### config.mk
export PLATFORM = sky130hd
export DESIGN_NAME = adu_queue
export DESIGN_NICKNAME = d
export VERILOG_FILES = /design/src/rtl/adu_pkg.sv /design/src/rtl/adu_queue.sv
export SDC_FILE = /design/constraint.sdc
export NUM_CORES = 1
export LEC_CHECK = 0
export BUFFER_PORTS_ARGS = -buffer_cell sky130_fd_sc_hd__clkbuf_2
export CORE_MARGIN = 5
export CORE_UTILIZATION = 50
export CTS_CLUSTER_DIAMETER = 60
export DETAILED_ROUTE_END_ITERATION = 7
export PLACE_DENSITY = 0.71
export SKIP_CTS_REPAIR_TIMING = 1
export SLEW_MARGIN = 20
export SYNTH_ARGS = -nofsm -noshare
export SYNTH_HDL_FRONTEND = slang
export SYNTH_SLANG_ARGS = --single-unit
export TNS_END_PERCENT = 1
### constraint.sdc
create_clock -name clk -period 9.9 [get_ports clk]
set_clock_uncertainty 0.2 [all_clocks]
set_input_delay 1.98 -clock clk [delete_from_list [all_inputs] [get_ports clk]]
set_output_delay 1.98 -clock clk [all_outputs]
set_load 0.005 [all_outputs]
### src/rtl/adu_pkg.sv
// adu_pkg: shared types and constants of the Adam update block.
// Used by adu_front, adu_queue, adu_back and adam_update.
package adu_pkg;

  localparam int CFG_INDEX_BITS = 3;

  typedef enum logic [CFG_INDEX_BITS-1:0] {
    CFG_LEARNING_RATE = 3'd0,
    CFG_BETA_ONE      = 3'd1,
    CFG_BETA_TWO      = 3'd2,
    CFG_EPSILON       = 3'd3,
    CFG_GRAD_SCALE    = 3'd4
  } cfg_reg_t;

  typedef struct packed {
    logic full;
    logic empty;
  } queue_status_t;

endpackage

### src/rtl/adu_queue.sv
// adu_queue: four-entry queue between the front and the back datapath.
// Depends on adu_pkg.
module adu_queue #(
  parameter int WIDTH = 159
) (
  input  logic                   clk,
  input  logic                   rst,
  input  logic                   push,
  input  logic [WIDTH-1:0]       wdata,
  input  logic                   pop,
  output logic [WIDTH-1:0]       rdata,
  output adu_pkg::queue_status_t qs
);
  import adu_pkg::*;

  localparam int DEPTH = 4;
  localparam int AW    = $clog2(DEPTH);

  logic [WIDTH-1:0] entry [DEPTH];
  logic [AW-1:0]    head, tail;
  logic [AW:0]      count;

  assign rdata    = entry[head];
  assign qs.full  = count == (AW+1)'(DEPTH);
  assign qs.empty = count == '0;

  always_ff @(posedge clk) begin
    if (push) entry[tail] <= wdata;
  end

  always_ff @(posedge clk) begin
    if (rst) begin
      head  <= '0;
      tail  <= '0;
      count <= '0;
    end else begin
      if (push) tail <= tail + 1'b1;
      if (pop)  head <= head + 1'b1;
      if (push && !pop)      count <= count + 1'b1;
      else if (pop && !push) count <= count - 1'b1;
    end
  end

  a_no_push_full: assert property (@(posedge clk) disable iff (rst) push |-> !qs.full)
    else $error("push into full queue");
  a_no_pop_empty: assert property (@(posedge clk) disable iff (rst) pop |-> !qs.empty)
    else $error("pop from empty queue");
  a_count_up: assert property (@(posedge clk) disable iff (rst)
    (push && !pop) |=> count == $past(count) + 1'b1)
    else $error("queue count lost a transaction");

endmodule

==> summary.md, run 1 <==
| Metric | Value |
|---|---|
| Cell total after placement | approximately 1800 |
| CTS tree | done |
| Number of buffers created by CTS | 66 |
| Worst R2R Path Depth | 4 |
| Post-route insts no fill | about 1900 |
| Detailed Place HPWL | around 27000 um |
| Slew @ Worst Pin | 1.06 ns |
| Yosys Warn Count | 0 |
| Width of the die | ~230 um |
| Synth top cells by count | edfxtp_1, mux4_2, buf_2 |
| Reg2reg end | entry[3][107]$_DFFE_PP_ |
| Slowest cell on the critical path | buf_4 |
| Worst reg2reg setup slack | 7.13 ns |
| Total routed wirelength | about 45000 um |
| Number of distinct library cell variants in the gate-level netlist after synthesis | 20 |
| Number of design rule violations left after detail routing | 0 |
| First-iteration detailed-routing DRC count | approximately 740 |
| Per-cell routed wire length | ~23 um |
| PD cells | 218 nW/um2 |
| Number of nets in the final layout | 1411 |
| Final Core Density | 59.7% |
| Number of antenna violations at the first check in global routing | 6 |
| Number of fillers in the final layout | approximately 3200 |
| Core Box Area | between 40000 and 50000 um2 |
| RSZ-0062 raised after global routing | false |
| Overall die area | between 50000 and 60000 um2 |
| Fin. max-slew vios | 0 |
| Highest attainable clock frequency | around 200 MHz |
| Initial core utilization | just over 50% |
| Dominant cell by count in the synthesized netlist | edfxtp_1 |
| Clock Root Buffer | clkbuf_16 |
| Share of cells above drive strength 1 | ~45% |
| Share of the synthesized area in the top cell type | 81.7% |
| Worst hold path type | reg -> reg |
| Pin count of the biggest net entering global routing | 90 |
| Number of global-route vias before repair | roughly 11000 |
| Setup tns final | 0 ns |
| Global-route usage over all layers | between 10% and 20% |
| Net Count, Synth | between 1000 and 1500 |
| Max-cap violations | 0 |
| Sequential-to-total area share from yosys stat | about 82% |
| Most area-hungry cell type in the Yosys netlist | edfxtp_1 |
| Remaining antenna violation count | 0 |
| EDFF count, synth | 636 |
| Routed via count | around 10000 |
| Startpoint of the worst-slack reg-to-reg timing path | tail[0]$_SDFFE_PP0P_ |
| Routed via count divided by cell count | around 5.5 |
| First-pass GRT wire length | 67000 um |
| Site row count | between 70 and 80 |
| TritonRoute pass-1 iters | 4 |
| Number of register bits inferred by synthesis | roughly 650 |
| Startpoint of the most critical hold path | count[2]$_SDFFE_PP0P_ |
| Height of the chip | around 230 um |
| Hold Path End | count[2]$_SDFFE_PP0P_ |
| Maximum root-to-sink buffer count | 3 |
| Result of the run | finished, final reports clean |
| Most used DFF post-synth | edfxtp_1 |
| Fraction of synthesis flops using an asynchronous set or reset pin | 0% |
| Top cells by area, synth | edfxtp_1, mux4_2, dfxtp_1, buf_6, buf_2 |
| List of cells traversed by the critical path | buf_4 -> mux4_2 -> clkbuf_2 |
| Number of hold violations in the final report | 0 |
| Post-route minimum period | 5.08 ns |
| Post-Syn Instances | 875 |
| Post-synthesis average cell area | about 27 um2 |
| Worst EP required | slightly below 8 ns |
| # H-tree levels | 3 |
| Worst slew margin relative to its limit | between 20 and 30% |
| Crit path max fanout | 67 |
| Startpoint types | flop |
| Sort of element at the end of the critical path | primary output |
| CTS clk-pin slew, worst paths | about 0.05 ns |
| Lkg Pwr | between 0.009 and 0.01 uW |
| Netlist area before placement | 23400 um2 |
| TritonCTS sink count | between 600 and 700 |
| Final-report setup violation count | 0 |
| Worst Path Class, Setup | reg -> out |
| Crit path largest cell delay | ~0.83 ns |
| Growth of design area from synthesis to finish | 18.3% |
| Count of buffers from port buffering | 323 |
| Worst EP arrival | 2.90 ns |
| Residual overflow from global routing | 0 |
| Source-to-sink clock delay at the later pin of the worst-skew pair | between 0.5 and 0.6 ns |
| Top-level I/O count | about 320 |
| Hold path depth | 2 |
| Placer's final routability congestion estimate | roughly 0.74 |
| Period utilization | roughly 51% |
| Worst-case vdd ir drop | between 0.00015 and 0.0002 V |
-- sequential cells by signal, summed over array words and instances (netlist names), named ones only --
name   count
entry    636
head       2
count      3
tail       2
-- kinds of logic (layout without fill, tap and decap cells) --
group           Yosys count  count (layout)  share of synthesized area (%)
compound gates            2               2                         0.0428
xor+xnor                  5               5                          0.187
fa+ha+maj                 6               6                          0.353
buf+inv                  41             454                           1.20
flops                   645             645                           82.5
mux                     161             161                           15.4
other cells               0               2                              0
simple gates             15              15                          0.316
-- cells in the final DEF, fill, tap and decap left out, drive strengths merged, types with 4 or more instances in the layout --
| master | count |
|---|---|
| inv | 6 |
| and2 | 4 |
| mux4 | 159 |
| buf | 13 |
| clkinv | 25 |
| dfxtp | 9 |
| ha | 5 |
| clkbuf | 407 |
| edfxtp | 636 |
| nor2 | 7 |
-- routing by layer --
metal | part of all wire [%] | wire [um] | GRT usage, %
met1 | 40 | 18000 | 24.1
met2 | 49 | 21700 | 26.7
met3 | 8.2 | 3670 | 5.52
met4 | 2.5 | 1120 | 6.13
met5 | 0.16 | 73 | 0
-- through the flow --
| stage | hold WS, ns | worst slack (ns) | instance area, um2 | power [uW] |
|---|---|---|---|---|
| detailed placement | 0.291 | 5.31 | 25600 | 3770 |
| floorplan | 0.266 | 3.56 | 23400 | 3530 |
| global placement | 0.284 | 5.32 | 25600 | 3750 |
| CTS | 0.298 | 4.69 | 27600 | 6100 |
| global route | 0.351 | 4.68 | 27700 | 6260 |
| finish | 0.299 | 4.82 | 27700 | 6020 |
-- critical path, delay by kind of cell (launching register included) --
kind     cells  cell delay (ns)
flops        1             0.77
mux          1             0.47
buf+inv      2             0.97
-- where the power goes --
group          internal [uW]  switching [uW]  total [uW]
registers               3140            38.3        3180
clock network           1380             949        2330
logic                    245             267         512
-- final cells by class --
type	count	area [um2]	share of cell area, %
well taps	607	759	2.75
repair buffers	336	1730	6.26
flip-flops and latches	645	19300	69.7
clock buffers	84	1830	6.60
diodes	2	5.00	0.0181
clock inverters	30	213	0.769
inverters	4	15.0	0.0543
multi-input cells	189	3820	13.8
-- worst max-delay path by stage --
stage / start / to / slack [ns] / depth (start not counted)
global route: flop / rdata[142] / 4.68 / 3
global placement: flop / rdata[142] / 5.32 / 3
finish: flop / rdata[142] / 4.82 / 3
floorplan: push / entry[0][0]$_DFFE_PP_ / 3.56 / 1
CTS: flop / rdata[142] / 4.69 / 3
detailed placement: flop / rdata[142] / 5.31 / 3
Note: power is estimated with default switching activity, not from simulation.
==> run 2, diff against run 1 <==
Settings changed: ABC_AREA set to 1.
Clock period 9.9 ns to 5.14 ns, I/O delays scaled along.
==> run 2 against run 1 <==
Effect of this change:
- sequential share of layout area decreased by 0.49 points
- critical endpoint is now rdata[56]
- critical path type unchanged
- cell area increased by 0.71%
- count of clock-buffer cells in the layout decreased by 12
- hold slack got worse by 0.069 ns
- combinational power increased by 84%
- via count increased by 39%
==> summary.md, run 2 <==
| Metric | Value |
|---|---|
| Netlist area before placement | 23800 um2 (was 23400 um2) |
| Worst EP required | 3.91 ns (was 7.72 ns) |
| Net Count, Synth | 1764 (was 1044) |
| Setup tns final | 0 ns (unchanged) |
| CTS clk-pin slew, worst paths | 0.06 ns (was 0.05 ns) |
| Most used DFF post-synth | edfxtp_1 (unchanged) |
| Routed wl met3 | 3670 um (unchanged) |
| Worst slew margin relative to its limit | 29.2% (about the same) |
| Worst EP arrival | 3.02 ns (was 2.90 ns) |
| Post-synthesis average cell area | 14.9 um2 (was 26.7 um2) |
| Post-Syn Instances | 1595 (was 875) |
| Most area-hungry cell type in the Yosys netlist | edfxtp_1 (unchanged) |
| Final-report setup violation count | 0 (unchanged) |
| Largest regs | entry x636, count x3 (unchanged) |
| Share of synthesized cell area in and, or, nand and nor gates | 5.34% (was 0.316%) |
| Sequential-to-total area share from yosys stat | 80.9% (was 82.5%) |
| Pin count of the biggest net entering global routing | 171 (was 90) |
| Dominant cell by count in the synthesized netlist | edfxtp_1 (unchanged) |
| First-pass GRT wire length | 82000 um (was 67000 um) |
| Worst hold path type | reg -> reg (unchanged) |
| Share of cells above drive strength 1 | 22.3% (was 45.5%) |
| Slew @ Worst Pin | 1.06 ns (about the same) |
| Fraction of synthesis flops using an asynchronous set or reset pin | 0% (unchanged) |
| Residual overflow from global routing | 0 (unchanged) |
| Core Box Area | 47400 um2 (was 46400 um2) |
| Detailed Place HPWL | 30100 um (was 26900 um) |
| Period utilization | 82.6% |
| Source-to-sink clock delay at the later pin of the worst-skew pair | 0.61 ns (was 0.56 ns) |
| TritonCTS sink count | 645 (unchanged) |
| Share of the synthesized area in the top cell type | 80.2% (was 81.7%) |
| RSZ-0062 raised after global routing | false (unchanged) |
| Site row count | 80 (was 79) |
| Clock Root Buffer | clkbuf_16 (unchanged) |
| Worst Path Class, Setup | reg -> out (unchanged) |
| Placer's final routability congestion estimate | 0.805 (was 0.738) |
| Number of design rule violations left after detail routing | 0 (unchanged) |
| Post-synthesis share of cell area spent on xor and xnor gates | 0.0368% (was 0.187%) |
| Per-cell routed wire length | 20.8 um (was 23.5 um) |
| Wire length on met1 | 22100 um (was 18000 um) |
| Remaining antenna violation count | 0 (unchanged) |
| Top-level I/O count | 324 (unchanged) |
| Reg with most FFs | entry (unchanged) |
| Commonest non-fill, non-tap cell in the layout | edfxtp_1 (unchanged) |
| # H-tree levels | 2 (was 3) |
| Overall power after layout | 11200 uW (was 6020 uW) |
| PD cells | 402 nW/um2 (was 218 nW/um2) |
| Highest-count cells in the layout ignoring fill and taps | edfxtp_1, nor2_1, clkbuf_2, o21ai_0, o22ai_1 (was edfxtp_1, clkbuf_2, mux4_2, clkbuf_16, clkinv_1) |
| Routed via count divided by cell count | 5.65 (was 5.49) |
| Worst-case vdd ir drop | 0.000299 V (was 0.000172 V) |
| Initial core utilization | 50.2% (was 50.4%) |
| Post-route minimum period | 4.25 ns |
| Number of hold violations in the final report | 0 (unchanged) |
| Compound-gate portion of the synthesized area | 11.0% (was 0.0428%) |
| Routed via count | 14500 (was 10400) |
| EDFF count, synth | 636 (unchanged) |
| Number of distinct library cell variants in the gate-level netlist after synthesis | 21 (was 20) |
| Top cells by area, synth | edfxtp_1, o21ai_0, nor2_1, o22ai_1, clkbuf_1 (was edfxtp_1, mux4_2, dfxtp_1, buf_6, buf_2) |
| Worst reg2reg setup slack | 2.64 ns (was 7.13 ns) |
| Startpoint of the most critical hold path | head[1]$_SDFFE_PP0P_ (was count[2]$_SDFFE_PP0P_) |
| Lkg Pwr | 0.00972 uW (was 0.00933 uW) |
| Global-route usage over all layers | 19.9% (was 17.4%) |
| Number of fillers in the final layout | 3603 (was 3211) |
| Synth top cells by count | edfxtp_1, nor2_1, o21ai_0 (was edfxtp_1, mux4_2, buf_2) |
| Result of the run | finished, final reports clean (unchanged) |
| Final Core Density | 58.7% (was 59.7%) |
| Metal2 WL | 26400 um (was 21700 um) |
| Width of the die | 228 um (was 226 um) |
| Worst R2R Path Depth | 5 (was 4) |
| Uppermost routed layer | met5 (unchanged) |
| Number of global-route vias before repair | 14300 (was 10900) |
| Count of buffers from port buffering | 323 (unchanged) |
| Highest attainable clock frequency | roughly 240 MHz |
| Startpoint types | flop (unchanged) |
| Number of register bits inferred by synthesis | 645 (unchanged) |
| Startpoint of the worst-slack reg-to-reg timing path | tail[0]$_SDFFE_PP0P_ (unchanged) |
| Number of antenna violations at the first check in global routing | 6 (unchanged) |
| Crit path max fanout | 170 (was 67) |
| CTS tree | done (unchanged) |
| Mux share of post-synthesis cell area | 0% (was 15.4%) |
| Max-cap violations | 0 (unchanged) |
| Adder-Cell Fraction of Synth Area | 0.347% (was 0.353%) |
| Total routed wirelength | 53200 um (was 44500 um) |
| Max FFs per register | 636 (unchanged) |
| Number of nets in the final layout | 2068 (was 1411) |
| Number of buffers created by CTS | 61 (was 66) |
| Maximum root-to-sink buffer count | 3 (unchanged) |
| Overall die area | 52100 um2 (was 51200 um2) |
| Worst hold-check slack | 0.231 ns (was 0.299 ns) |
| Reg2reg end | entry[0][110]$_DFFE_PP_ (was entry[3][107]$_DFFE_PP_) |
| Sort of element at the end of the critical path | primary output (unchanged) |
| Yosys Warn Count | 0 (unchanged) |
| Fin. max-slew vios | 0 (unchanged) |
| Height of the chip | 228 um (was 226 um) |
| First-iteration detailed-routing DRC count | 1167 (was 738) |
| TritonRoute pass-1 iters | 5 (was 4) |
| Hold path depth | 1 (was 2) |
| Growth of design area from synthesis to finish | 16.9% (was 18.3%) |
| Combinational family with the most area after synthesis | compound AO/OA/AOI/OAI gates (was multiplexers) |
-- run 2: area by class of cell --
class                   instances  area, um2  share of cell area (%)
flip-flops and latches        645      19300                    69.2
multi-input cells             829       3990                    14.3
repair buffers                345       1860                    6.67
clock buffers                  72       1570                    5.63
well taps                     615        769                    2.76
clock inverters                36        278                   0.997
inverters                      17       93.8                   0.337
diodes                          5       12.5                  0.0449
-- run 2: cell families (layout without fill, tap and decap cells) --
logic type,count (synthesis),in the layout
compound gates,485,485
xor+xnor,1,1
fa+ha+maj,6,6
buf+inv,121,470
flops,645,645
other cells,0,5
simple gates,337,337
-- run 2: how the worst max path moves through the flow --
stage | to | slack, ns | cells after the start
2_1_floorplan | entry[2][0]$_DFFE_PP_ | 0.31 | 2
3_3_place_gp | rdata[141] | 1.66 | 5
3_5_place_dp | rdata[41] | 1.57 | 5
4_1_cts | rdata[128] | 0.89 | 5
5_1_grt | rdata[61] | 0.70 | 4
6_report | rdata[56] | 0.89 | 4
-- run 2: power by group --
group          internal [uW]  total [uW]  leakage (uW)  switching, uW
Combinational            317         944       0.00289            627
Clock                   2360        4180      0.000907           1820
Sequential              6020        6080       0.00592           59.6
Total                   8690       11200       0.00972           2500
-- run 2: through the flow --
step           setup WS (ns)  instances  cell area [um2]
4_1_cts                0.886       2559            27800
3_5_place_dp            1.57       2451            26000
6_report               0.892       2564            27900
2_1_floorplan          0.310       1595            23800
5_1_grt                0.705       2562            27800
3_3_place_gp            1.66       2451            26000
-- run 2: critical path, stage by stage (launching register included) --
cell and delay, ns:
dfxtp_4 0.79, buf_12 0.40, o21ai_0 0.35, o22ai_1 0.24, clkbuf_2 0.14
-- run 2: routing by layer --
metal / vias up / global-route usage [%]
met4: 6 / 5.45
met3: 77 / 4.74
met1: 7271 / 26.4
met2: 477 / 33.4
li1: 6657 / -
met5: - / 0
